`config.mk`:
```
export PLATFORM = sky130hd
export DESIGN_NAME = ilf_div
export DESIGN_NICKNAME = d
export VERILOG_FILES = /design/src/rtl/core/ilf_pkg.sv /design/src/rtl/core/ilf_div.sv
export SDC_FILE = /design/constraint.sdc
export NUM_CORES = 1
export LEC_CHECK = 0
export ABC_AREA = 1
export CAP_MARGIN = 15
export CORE_ASPECT_RATIO = 2
export CORE_MARGIN = 2
export CORE_UTILIZATION = 60
export CTS_CLUSTER_SIZE = 20
export DETAILED_ROUTE_END_ITERATION = 6
export DONT_BUFFER_PORTS = 1
export GPL_TIMING_DRIVEN = 0
export PLACE_DENSITY_LB_ADDON = 0.15
export SYNTH_ARGS = -nofsm -noshare
export SYNTH_HDL_FRONTEND = slang
export SYNTH_SLANG_ARGS = --single-unit
```
`constraint.sdc`:
```
create_clock -name clk -period 26.5 [get_ports clk]
set_input_delay 6.625 -clock clk [delete_from_list [all_inputs] [get_ports clk]]
set_output_delay 6.625 -clock clk [all_outputs]
set_load 0.005 [all_outputs]
```
`src/rtl/core/ilf_pkg.sv`:
```
// ----------------------------------------------------------------------------
// ilf_pkg
// Shared constants, request types and helpers for the incremental line fit.
// ----------------------------------------------------------------------------
package ilf_pkg;

  localparam int MAX_POINTS = 4096;
  localparam int COORD_BITS = 20;
  localparam int CNT_W      = $clog2(MAX_POINTS + 1);
  localparam int OP_W       = 64;
  localparam int PROD_W     = 2 * OP_W;
  localparam int NB_W       = $clog2(OP_W + 1);
  localparam int DIV_W      = 88;
  localparam int DCNT_W     = $clog2(DIV_W + 1);

  typedef struct packed {
    logic            start;
    logic [OP_W-1:0] a;
    logic [OP_W-1:0] b;
    logic [NB_W-1:0] nbits;
  } mul_req_t;

  typedef struct packed {
    logic             start;
    logic [DIV_W-1:0] num;
    logic [OP_W-1:0]  den;
  } div_req_t;

  function automatic logic [OP_W-1:0] mag64(input logic signed [OP_W-1:0] v);
    mag64 = v[OP_W-1] ? OP_W'(-v) : OP_W'(v);
  endfunction

  // Apply sign to a rounded quotient and saturate to a signed field of bits.
  function automatic logic signed [47:0] sat_quot(input logic [DIV_W-1:0] q,
                                                  input logic neg, input int bits);
    logic [DIV_W-1:0] lim;
    lim = (DIV_W'(1) << (bits - 1)) - DIV_W'(1);
    if (neg) begin
      if (q > lim + DIV_W'(1)) sat_quot = -$signed({1'b0, 47'(lim)}) - 48'sd1;
      else sat_quot = -$signed(48'(q));
    end else begin
      if (q > lim) sat_quot = $signed(48'(lim));
      else sat_quot = $signed(48'(q));
    end
  endfunction

endpackage

```
`src/rtl/core/ilf_div.sv`:
```
// ----------------------------------------------------------------------------
// ilf_div
// Restoring unsigned divider: one quotient bit per cycle, MSB first.
// ----------------------------------------------------------------------------
module ilf_div (
  input  logic                      clk,
  input  logic                      rst,
  input  ilf_pkg::div_req_t         req,
  output logic                      done,
  output logic [ilf_pkg::DIV_W-1:0] quot
);
  import ilf_pkg::*;

  logic [DIV_W-1:0]  nreg;
  logic [OP_W-1:0]   den;
  logic [OP_W-1:0]   rem;
  logic [DIV_W-1:0]  q;
  logic [DCNT_W-1:0] cnt;
  logic              run;
  logic [OP_W:0]     trial;
  logic              take;

  assign trial = {rem, nreg[DIV_W-1]};
  assign take  = trial >= {1'b0, den};

  always_ff @(posedge clk) begin
    if (rst) begin
      run  <= 1'b0;
      done <= 1'b0;
    end else begin
      done <= 1'b0;
      if (req.start) begin
        run  <= 1'b1;
        cnt  <= DCNT_W'(DIV_W);
        nreg <= req.num;
        den  <= req.den;
        rem  <= '0;
        q    <= '0;
      end else if (run) begin
        rem  <= take ? OP_W'(trial - {1'b0, den}) : OP_W'(trial);
        q    <= {q[DIV_W-2:0], take};
        nreg <= nreg << 1;
        cnt  <= cnt - DCNT_W'(1);
        if (cnt == DCNT_W'(1)) begin
          run  <= 1'b0;
          done <= 1'b1;
        end
      end
    end
  end

  assign quot = q;

endmodule

```
==> metrics.md, run 1 <==
| Metric | Value |
|---|---|
| Storage cell area | `9380 µm²` |
| Hpwl dp | `46500 µm` |
| Hold Startpoint | `nreg[3]` |
| Num rows | `93` |
| Worst path most repeated cell | `buf_12` |
| Htree depth | `1` |
| Yosys reg bits | `313` |
| Drt drc | `0` |
| Post-CTS Setup Bufs | `0` |
| CTS tree | `built` |
| Setup violators final | `0` |
| Clk pwr share | `0.312` |
| Switching Power | `440 µW` |
| Ys Warns | `0` |
| Synth top area share | `0.483` |
| Placed cells | `3010` |
| Reg2reg start | `rem[38]` |
| Post-Layout Cell Count | `3058` |
| Clk_lat worst skew | `0.56 ns` |
| F_max | `118 MHz` |
| GRT Total Usage | `0.350` |
| P_leak | `0.0109 µW` |
| Minimum clock period | `8.46 ns` |
| Post-CTS Hold Fix Bufs | `0` |
| CP Buf/Inv Count | `5` |
| Critical path arrival | `8.72 ns` |
| Seq/Total Area, Yosys | `0.485` |
| CTS Buffer Depth | `3` |
| Final wirelength | `58200 µm` |
| Max-cap violations | `0` |
| Layout cells sized above 1 | `0.0529` |
| Die area | `33700 µm²` |
| GRT overflow | `0` |
| Detailed router's first-iteration violation count | `865` |
| First-pass GRT wire length | `87200 µm` |
| Largest net degree at the start of global routing | `34` |
| Max FO, Critical Path | `33` |
| Max VDD drop | `0.0693 mV` |
| Number of CTS-inserted buffers | `27` |
| CORE AREA | `32000 µm²` |
| Worst EP required | `26.75 ns` |
| Power Internal | `942 µW` |
| P per Cell Area | `65.4 nW/µm²` |
| Layout Nets | `2834` |
| Fin. max-slew vios | `0` |
| Biggest area consumer among synthesized cells | `edfxtp_1` |
| First-pass DRT Iterations | `5` |
| Setup TNS | `0 ns` |
| Post-DR vias/cell | `5.17` |
| Fillers | `2813` |
| Max incr delay on CP | `0.81 ns` |
| Startpoint Class | `primary input` |
| Flop pwr share | `0.440` |
| CTS Root Cell | `clkbuf_16` |
| Worst slew pin tran | `0.873 ns` |
| Most frequent cells in the layout | `nand2_1 (1019), inv_1 (535), edfxtp_1 (311)` |
| Vert. Die Dim | `258 µm` |
| Largest cells by area after synthesis | `edfxtp_1 (48%), nand2_1 (20%), inv_1 (10%)` |
| Slew headroom | `0.418` |
| Outcome | `completed` |
| Initial Util | `0.604` |
| Worst Clk Skew | `0.0124 ns` |
| Cts repair resizes | `0` |
| Count of cell types in the netlist | `35` |
| P&R area growth vs syn | `9.28%` |
| # IOs | `244` |
| Power, Total | `1380 µW` |
| Fin. Hold Viols | `0` |
| Buffers on Ports | `0` |
| Tcrit/Tclk final | `0.319` |
| Crit-path leading delay family | `buffers and inverters` |
| Final GP Congestion | `1.09` |
| Netlist Area Pre-Place | `19300 µm²` |
| CP max-delay cell | `a21oi_4` |
| Reg clk slew, reported paths | `0.07 ns` |
| Crit end category | `flip-flop` |
| Footprint of the multi-input gates | `7600 µm²` |
| Critical path, cell by cell | `inv_2, clkbuf_1, a21oi_4, buf_16, buf_12, buf_12` |
| Mean Syn Cell Area | `7.52 µm²` |
| Hold Crit Class | `flip-flop to flip-flop` |
| Routed Antenna Nets | `0` |
| Post-Syn Instances | `2571` |
| Vias | `15800` |
| Routed len/inst | `19.0 µm` |
| RSZ-0062 raised after global routing | `false` |
| Critical path launch point | `req[152]` |
| Kind of critical path | `primary input to flip-flop` |
| Commonest non-fill, non-tap cell in the layout | `nand2_1` |
| Synth Net Count | `2793` |
| Vias in the first global route | `16400` |
| Initial antenna violation count | `3` |
| Logic gate share of total power | `0.248` |
| Switching share of power | `0.318` |
| Die width | `131 µm` |
| Clk sinks | `313` |
[tightest hold or removal path: cells and delay by family (launching register included)]
family           cells  cell delay (ns)
and+or+nand+nor      2             0.09
DFF                  1             0.33
[final cells by class]
type	count	share of cell area
Buffer	55	0.0156
Antenna cell	1	0.000118
Clock inverter	19	0.0126
Clock buffer	28	0.0322
Multi-Input combinational cell	1662	0.360
Sequential cell	313	0.444
Inverter	541	0.0962
Timing Repair Buffer	12	0.0139
Tap cell	427	0.0253
[per-stage QoR]
stage	cell area [µm²]	hold WS [ns]	utilization	worst slack, ns
global placement	19900	0.445	0.621	2.20
floorplan	19300	0.422	-	6.98
finish	21100	0.517	0.660	18.04
CTS	21100	0.523	0.660	18.05
global route	21100	0.533	0.660	17.94
detailed placement	20200	0.498	0.630	17.52
[cells in the mapped netlist]
master    number
a21oi_1       46
a21oi_2        1
and2_1         3
and3_1         1
buf_1          8
buf_2          6
buf_4          3
buf_6          8
buf_8          4
clkbuf_1      26
clkinv_1       2
dfxtp_1        2
edfxtp_1     311
fa_1           1
ha_1          66
inv_1        535
inv_2          4
nand2_1     1019
nand2_2        5
nand2_4        3
nand3_1       67
nand3_2       12
nand3b_1      40
nand4_1       12
nor2_1       294
nor2_2        30
nor2_4         1
nor3_1        11
nor4_1         5
nor4_4         1
o21a_1         1
o21ai_0        9
or2_2          2
xnor2_1        1
xor2_1        31
[cell families after synthesis]
family | Yosys count | synth area share
AO/OA/AOI/OAI | 57 | 0.0151
adder cells (fa/ha/maj) | 67 | 0.0438
AND/OR/NAND/NOR | 1506 | 0.319
XOR/XNOR | 32 | 0.0145
buffers and inverters | 596 | 0.122
flip-flops | 313 | 0.485
[flip-flops by register name, summed over array words and instances (netlist names)]
signal and cells:
run 1, cnt 7, rem 64, den 64, done 1, nreg 88, quot 88
[worst paths after layout]
kind / end / cells past startpoint / slack (ns)
min: nreg[4] / 2 / 0.52
max reg2reg: rem[45] / 13 / 23.17
min reg2reg: nreg[4] / 2 / 0.52
max: quot[63] / 6 / 18.04
[metal layers]
layer | track usage | part of all wire | vias to the layer above
met2 | 0.630 | 0.51 | 568
met3 | 0.0810 | 0.063 | 234
met4 | 0.294 | 0.11 | 4
met5 | 0 | 0.00053 | -
met1 | 0.320 | 0.32 | 7129
li1 | - | - | 7865
[power by group through the flow]
stage               registers, µW  clock network, µW  logic, µW
global placement              634                  0        321
floorplan                     624                  0        232
global route                  612                450        379
finish                        608                431        342
CTS                           609                434        337
detailed placement            619                  0        335
(Power assumes the default switching activity.)
==> run 2, diff against run 1 <==
--- a/config.mk
+++ b/config.mk
@@ -9,7 +9,7 @@
 export CAP_MARGIN = 15
 export CORE_ASPECT_RATIO = 2
 export CORE_MARGIN = 2
-export CORE_UTILIZATION = 60
+export CORE_UTILIZATION = 59
 export CTS_CLUSTER_SIZE = 20
 export DETAILED_ROUTE_END_ITERATION = 6
 export DONT_BUFFER_PORTS = 1
==> constraint.sdc (replaced) <==
create_clock -name clk -period 7.3 [get_ports clk]
set_input_delay 1.825 -clock clk [delete_from_list [all_inputs] [get_ports clk]]
set_output_delay 1.825 -clock clk [all_outputs]
set_load 0.005 [all_outputs]
==> metrics.md, run 2 (synthesis results as in run 1) <==
| Metric | Value |
|---|---|
| Outcome | `completed (unchanged)` |
| Fin. max-slew vios | `0 (unchanged)` |
| Vias in the first global route | `15900 (was 16400)` |
| CTS Root Cell | `clkbuf_16 (unchanged)` |
| Number of CTS-inserted buffers | `26 (was 27)` |
| Layout Nets | `2832 (was 2834)` |
| Critical path arrival | `4.01 ns (was 8.72 ns)` |
| Initial antenna violation count | `2 (was 3)` |
| Setup violators final | `0 (unchanged)` |
| Crit end category | `flip-flop (unchanged)` |
| P&R area growth vs syn | `8.84% (was 9.28%)` |
| Die area | `34300 µm² (was 33700 µm²)` |
| Layout cells sized above 1 | `0.0517 (was 0.0529)` |
| Reg clk slew, reported paths | `0.07 ns (about the same)` |
| CTS Buffer Depth | `3 (unchanged)` |
| Vert. Die Dim | `260 µm (was 258 µm)` |
| Final GP Congestion | `1.07 (was 1.09)` |
| Max FO, Critical Path | `29 (was 33)` |
| Clk sinks | `313 (unchanged)` |
| Max VDD drop | `0.271 mV (was 0.0693 mV)` |
| Post-CTS Setup Bufs | `0 (unchanged)` |
| R2R cell count | `14 (was 13)` |
| Die width | `132 µm (was 131 µm)` |
| Placed cells | `3009 (was 3010)` |
| Max incr delay on CP | `0.70 ns (was 0.81 ns)` |
| Post-DR vias/cell | `5.14 (was 5.17)` |
| Largest net degree at the start of global routing | `35 (was 34)` |
| CORE AREA | `32200 µm² (was 32000 µm²)` |
| Cts repair resizes | `0 (unchanged)` |
| Final wirelength | `56700 µm (was 58200 µm)` |
| GRT overflow | `0 (unchanged)` |
| # IOs | `244 (unchanged)` |
| Startpoint Class | `primary input (unchanged)` |
| F_max | `267 MHz` |
| Buffers on Ports | `0 (unchanged)` |
| Commonest non-fill, non-tap cell in the layout | `nand2_1 (unchanged)` |
| RSZ-0062 raised after global routing | `false (unchanged)` |
| Tcrit/Tclk final | `0.514` |
| P per Cell Area | `234 nW/µm² (was 65.4 nW/µm²)` |
| Post-route setup slack | `3.55 ns (was 18.04 ns)` |
| Initial Util | `0.600 (was 0.604)` |
| Worst Clk Skew | `0.0190 ns (was 0.0124 ns)` |
| Num rows | `93 (unchanged)` |
| CP Buf/Inv Count | `6 (was 5)` |
| Routed Antenna Nets | `0 (unchanged)` |
| Crit. path cell count | `7 (was 6)` |
| Fin. Hold Viols | `0 (unchanged)` |
| CP max-delay cell | `a21oi_4 (unchanged)` |
| Hold Crit Class | `flip-flop to flip-flop (unchanged)` |
| Kind of critical path | `primary input to flip-flop (unchanged)` |
| Crit-path leading delay family | `buffers and inverters (unchanged)` |
| Clk_lat worst skew | `0.56 ns (about the same)` |
| Worst path most repeated cell | `buf_16 (was buf_12)` |
| Max-cap violations | `0 (unchanged)` |
| Routed len/inst | `18.5 µm (was 19.0 µm)` |
| Critical path, cell by cell | `inv_2, clkbuf_1, a21oi_4, buf_16, buf_16, buf_12, buf_16 (was inv_2, clkbuf_1, a21oi_4, buf_16, buf_12, buf_12)` |
| Vias | `15700 (was 15800)` |
| Most frequent cells in the layout | `nand2_1 (1019), inv_1 (535), edfxtp_1 (311) (unchanged)` |
| Place WS | `3.02 ns (was 17.52 ns)` |
| Slew headroom | `0.441 (was 0.418)` |
| Detailed router's first-iteration violation count | `976 (was 865)` |
| Post-CTS Hold Fix Bufs | `0 (unchanged)` |
| Post-Layout Cell Count | `3058 (unchanged)` |
| CTS tree | `built (unchanged)` |
| Minimum clock period | `3.75 ns` |
| Core Util, Final | `0.653 (was 0.660)` |
| Worst slew pin tran | `0.838 ns (was 0.873 ns)` |
| First-pass GRT wire length | `84700 µm (was 87200 µm)` |
| Drt drc | `0 (unchanged)` |
| Hpwl dp | `46100 µm (was 46500 µm)` |
| Hold path cells | `2 (unchanged)` |
| First-pass DRT Iterations | `5 (unchanged)` |
| P_leak | `0.0109 µW (about the same)` |
| Htree depth | `1 (unchanged)` |
| GRT Total Usage | `0.327 (was 0.350)` |
| Fillers | `2855 (was 2813)` |
| Worst EP required | `7.56 ns (was 26.75 ns)` |
-- run 2: cell count changes in the layout (fill, tap and decap cells not counted), sizes merged --
cell / delta
bufinv: -2
clkbuf: +2
clkinvlp: +2
buf: -1
clkinv: -1
-- run 2: worst paths after layout --
path	start	endpoint	slack (ns)
max	req[152]	quot[73]	3.55
min	nreg[12]	nreg[13]	0.51
max reg2reg	rem[41]	rem[43]	4.15
min reg2reg	nreg[12]	nreg[13]	0.51
-- run 2: metrics by stage --
| step | total power (µW) | hold slack [ns] | setup TNS (ns) | cell area (µm²) |
|---|---|---|---|---|
| after global routing | 5130 | 0.536 | 0 | 21000 |
| after CTS | 4920 | 0.519 | 0 | 21000 |
| after floorplan | 3080 | 0.479 | 0 | 19300 |
| final | 4910 | 0.513 | 0 | 21000 |
| after detailed placement | 3450 | 0.499 | 0 | 20100 |
| after global placement | 3430 | 0.495 | -326.54 | 19900 |
-- run 2: worst reg2reg max path: cells and delay by family, from the launching register on --
family | cells | cell delay [ns]
adder cells (fa/ha/maj) | 1 | 0.50
flip-flops | 1 | 0.41
buffers and inverters | 3 | 0.31
AND/OR/NAND/NOR | 10 | 1.68
-- run 2: report_power, final --
| group | internal (µW) | switching [µW] | total [µW] |
|---|---|---|---|
| clock network | 823 | 660 | 1480 |
| logic | 378 | 845 | 1220 |
| registers | 2140 | 63.9 | 2210 |
| total | 3350 | 1570 | 4910 |
-- run 2: cell type report --
cell class                      count  area (µm²)  share of cell area
Tap cell                          427         534              0.0254
Inverter                          541        2030              0.0965
Antenna cell                        1        2.50            0.000119
Clock inverter                     18         208             0.00987
Buffer                             55         330              0.0157
Timing Repair Buffer               11         258              0.0123
Sequential cell                   313        9380               0.446
Clock buffer                       30         687              0.0327
Multi-Input combinational cell   1662        7600               0.362
-- run 2: metal layers --
metal,vias to the layer above,track usage,routed length [µm],part of all wire
met2,497,0.631,30400,0.54
met3,186,0.0604,3090,0.055
met4,2,0.248,4930,0.087
met5,-,0,13,0.00023
li1,7864,-,-,-
met1,7169,0.295,18300,0.32
==> run 3, diff against run 2 <==
--- a/config.mk
+++ b/config.mk
@@ -9,7 +9,7 @@
 export CAP_MARGIN = 15
 export CORE_ASPECT_RATIO = 2
 export CORE_MARGIN = 2
-export CORE_UTILIZATION = 59
+export CORE_UTILIZATION = 60
 export CTS_CLUSTER_SIZE = 20
 export DETAILED_ROUTE_END_ITERATION = 6
 export DONT_BUFFER_PORTS = 1
==> constraint.sdc (replaced) <==
create_clock -name clk -period 3.85 [get_ports clk]
set_input_delay 0.9625 -clock clk [delete_from_list [all_inputs] [get_ports clk]]
set_output_delay 0.9625 -clock clk [all_outputs]
set_load 0.005 [all_outputs]
==> metrics.md, run 3 (synthesis results as in run 1) <==
| Metric | Value |
|---|---|
| Outcome | `completed (unchanged)` |
| Crit-path leading delay family | `simple AND/OR/NAND/NOR gates (was buffers and inverters)` |
| Fin. Hold Viols | `0 (unchanged)` |
| Htree depth | `1 (unchanged)` |
| Setup violators final | `0 (unchanged)` |
| Initial Util | `0.604 (was 0.600)` |
| Worst slew pin tran | `0.896 ns (was 0.838 ns)` |
| Max incr delay on CP | `0.50 ns (was 0.70 ns)` |
| Detailed router's first-iteration violation count | `973 (was 976)` |
| Num rows | `93 (unchanged)` |
| Post-DR vias/cell | `5.14 (about the same)` |
| P_leak | `0.0109 µW (about the same)` |
| Kind of critical path | `flip-flop to flip-flop (was primary input to flip-flop)` |
| Critical path, cell by cell | `ha_1, nand2_1, nor2_1, nand2_1, nor2_1, nand3_1, nand3_1, nand2_1, nor2_1, nor2_1 (was inv_2, clkbuf_1, a21oi_4, buf_16, buf_16, buf_12, buf_16)` |
| Routed len/inst | `18.8 µm (was 18.5 µm)` |
| Cts repair resizes | `0 (unchanged)` |
| Vias in the first global route | `16100 (was 15900)` |
| Hold Crit Class | `primary input to flip-flop (was flip-flop to flip-flop)` |
| Final GP Congestion | `1.08 (was 1.07)` |
| Commonest non-fill, non-tap cell in the layout | `nand2_1 (unchanged)` |
| Post-route cell area | `21000 µm² (about the same)` |
| CP Buf/Inv Count | `0 (was 6)` |
| CTS tree | `built (unchanged)` |
| Worst EP required | `4.16 ns (was 7.56 ns)` |
| Max VDD drop | `0.494 mV (was 0.271 mV)` |
| Most frequent cells in the layout | `nand2_1 (1019), inv_1 (535), edfxtp_1 (311) (unchanged)` |
| Clk sinks | `313 (unchanged)` |
| Worst Clk Skew | `0.00888 ns (was 0.0190 ns)` |
| Final wirelength | `57600 µm (was 56700 µm)` |
| CORE AREA | `32000 µm² (was 32200 µm²)` |
| Buffers on Ports | `0 (unchanged)` |
| Layout cells sized above 1 | `0.0517 (unchanged)` |
| GRT Total Usage | `0.344 (was 0.327)` |
| Hpwl dp | `46100 µm (about the same)` |
| Reg clk slew, reported paths | `0.08 ns (was 0.07 ns)` |
| P per Cell Area | `442 nW/µm² (was 234 nW/µm²)` |
| Tcrit/Tclk final | `0.824` |
| First-pass DRT Iterations | `6 (was 5)` |
| Minimum clock period | `3.17 ns` |
| Setup TNS | `0 ns (unchanged)` |
| CP max-delay cell | `nor2_1 (was a21oi_4)` |
| Worst path most repeated cell | `nor2_1 (was buf_16)` |
| Die width | `131 µm (was 132 µm)` |
| Placed cell area | `20100 µm² (about the same)` |
| Max FO, Critical Path | `5 (was 29)` |
| Initial antenna violation count | `2 (unchanged)` |
| Layout Nets | `2833 (was 2832)` |
| Vert. Die Dim | `258 µm (was 260 µm)` |
| Slew headroom | `0.402 (was 0.441)` |
| Drt drc | `0 (unchanged)` |
| Core Util, Final | `0.657 (was 0.653)` |
| Place WS | `0.771 ns (was 3.02 ns)` |
| Vias | `15700 (about the same)` |
| Max-cap violations | `0 (unchanged)` |
| Crit end category | `flip-flop (unchanged)` |
| Post-route setup slack | `0.679 ns (was 3.55 ns)` |
| Startpoint Class | `flip-flop (was primary input)` |
| Largest net degree at the start of global routing | `34 (was 35)` |
| Post-CTS Setup Bufs | `0 (unchanged)` |
| F_max | `315 MHz` |
| P&R area growth vs syn | `8.80% (was 8.84%)` |
| Post-CTS Hold Fix Bufs | `0 (unchanged)` |
| Fin. max-slew vios | `0 (unchanged)` |
| First-pass GRT wire length | `85900 µm (was 84700 µm)` |
| RSZ-0062 raised after global routing | `false (unchanged)` |
| Critical path arrival | `3.48 ns (was 4.01 ns)` |
| CTS Buffer Depth | `3 (unchanged)` |
| Number of CTS-inserted buffers | `27 (was 26)` |
| CTS Root Cell | `clkbuf_16 (unchanged)` |
| GRT overflow | `0 (unchanged)` |
| Clk_lat worst skew | `0.55 ns (was 0.56 ns)` |
| Die area | `33700 µm² (was 34300 µm²)` |
| # IOs | `244 (unchanged)` |
| Routed Antenna Nets | `0 (unchanged)` |
| Hold_ws | `0.486 ns (was 0.513 ns)` |
run 3: changes by cell type in the layout (fill, tap and decap cells not counted):
cell	change
inv_6	+3
buf_12	+3
inv_12	+1
clkbuf_16	+1
inv_2	-1
clkinv_2	-1
clkinvlp_4	-3
clkinv_4	+1
bufinv_16	-1
buf_16	-3
run 3: area by class of cell:
type	count	area, µm²
Clock inverter	17	185
Tap cell	427	534
Fill cell	2820	11000
Multi-Input combinational cell	1662	7600
Timing Repair Buffer	11	235
Clock buffer	31	691
Sequential cell	313	9380
Inverter	541	2040
Buffer	55	352
Antenna cell	1	2.50
run 3: worst reg2reg max path, delay by kind of cell (launching register included):
family / cells / cell delay [ns]
fa+ha+maj: 1 / 0.38
simple gates: 9 / 2.15
flops: 1 / 0.41
run 3: routing by layer:
metal / track usage / up-vias / share of wire
met1: 0.316 / 7107 / 0.32
met3: 0.0851 / 220 / 0.066
met2: 0.612 / 524 / 0.51
met5: 0 / - / 0.00023
li1: - / 7856 / -
met4: 0.289 / 2 / 0.10
run 3: power by group:
group	leakage [µW]	total [µW]	internal, µW	switching (µW)
Clock	0.000426	2780	1510	1270
Sequential	0.00302	4190	4070	122
Combinational	0.00742	2320	717	1610
run 3: final timing paths:
kind / from / slack, ns / cells after the start / end
setup reg to reg: rem[36] / 0.68 / 10 / rem[49]
setup / recovery: rem[36] / 0.68 / 10 / rem[49]
hold / removal: rst / 0.49 / 1 / done
hold reg to reg: nreg[0] / 0.51 / 2 / nreg[1]
run 3: stage by stage:
stage / total power [µW] / std cells
final: 9290 / 3058
after global routing: 9720 / 3058
after CTS: 9280 / 3057
after detailed placement: 6530 / 3009
after global placement: 6490 / 2998
after floorplan: 5840 / 2571
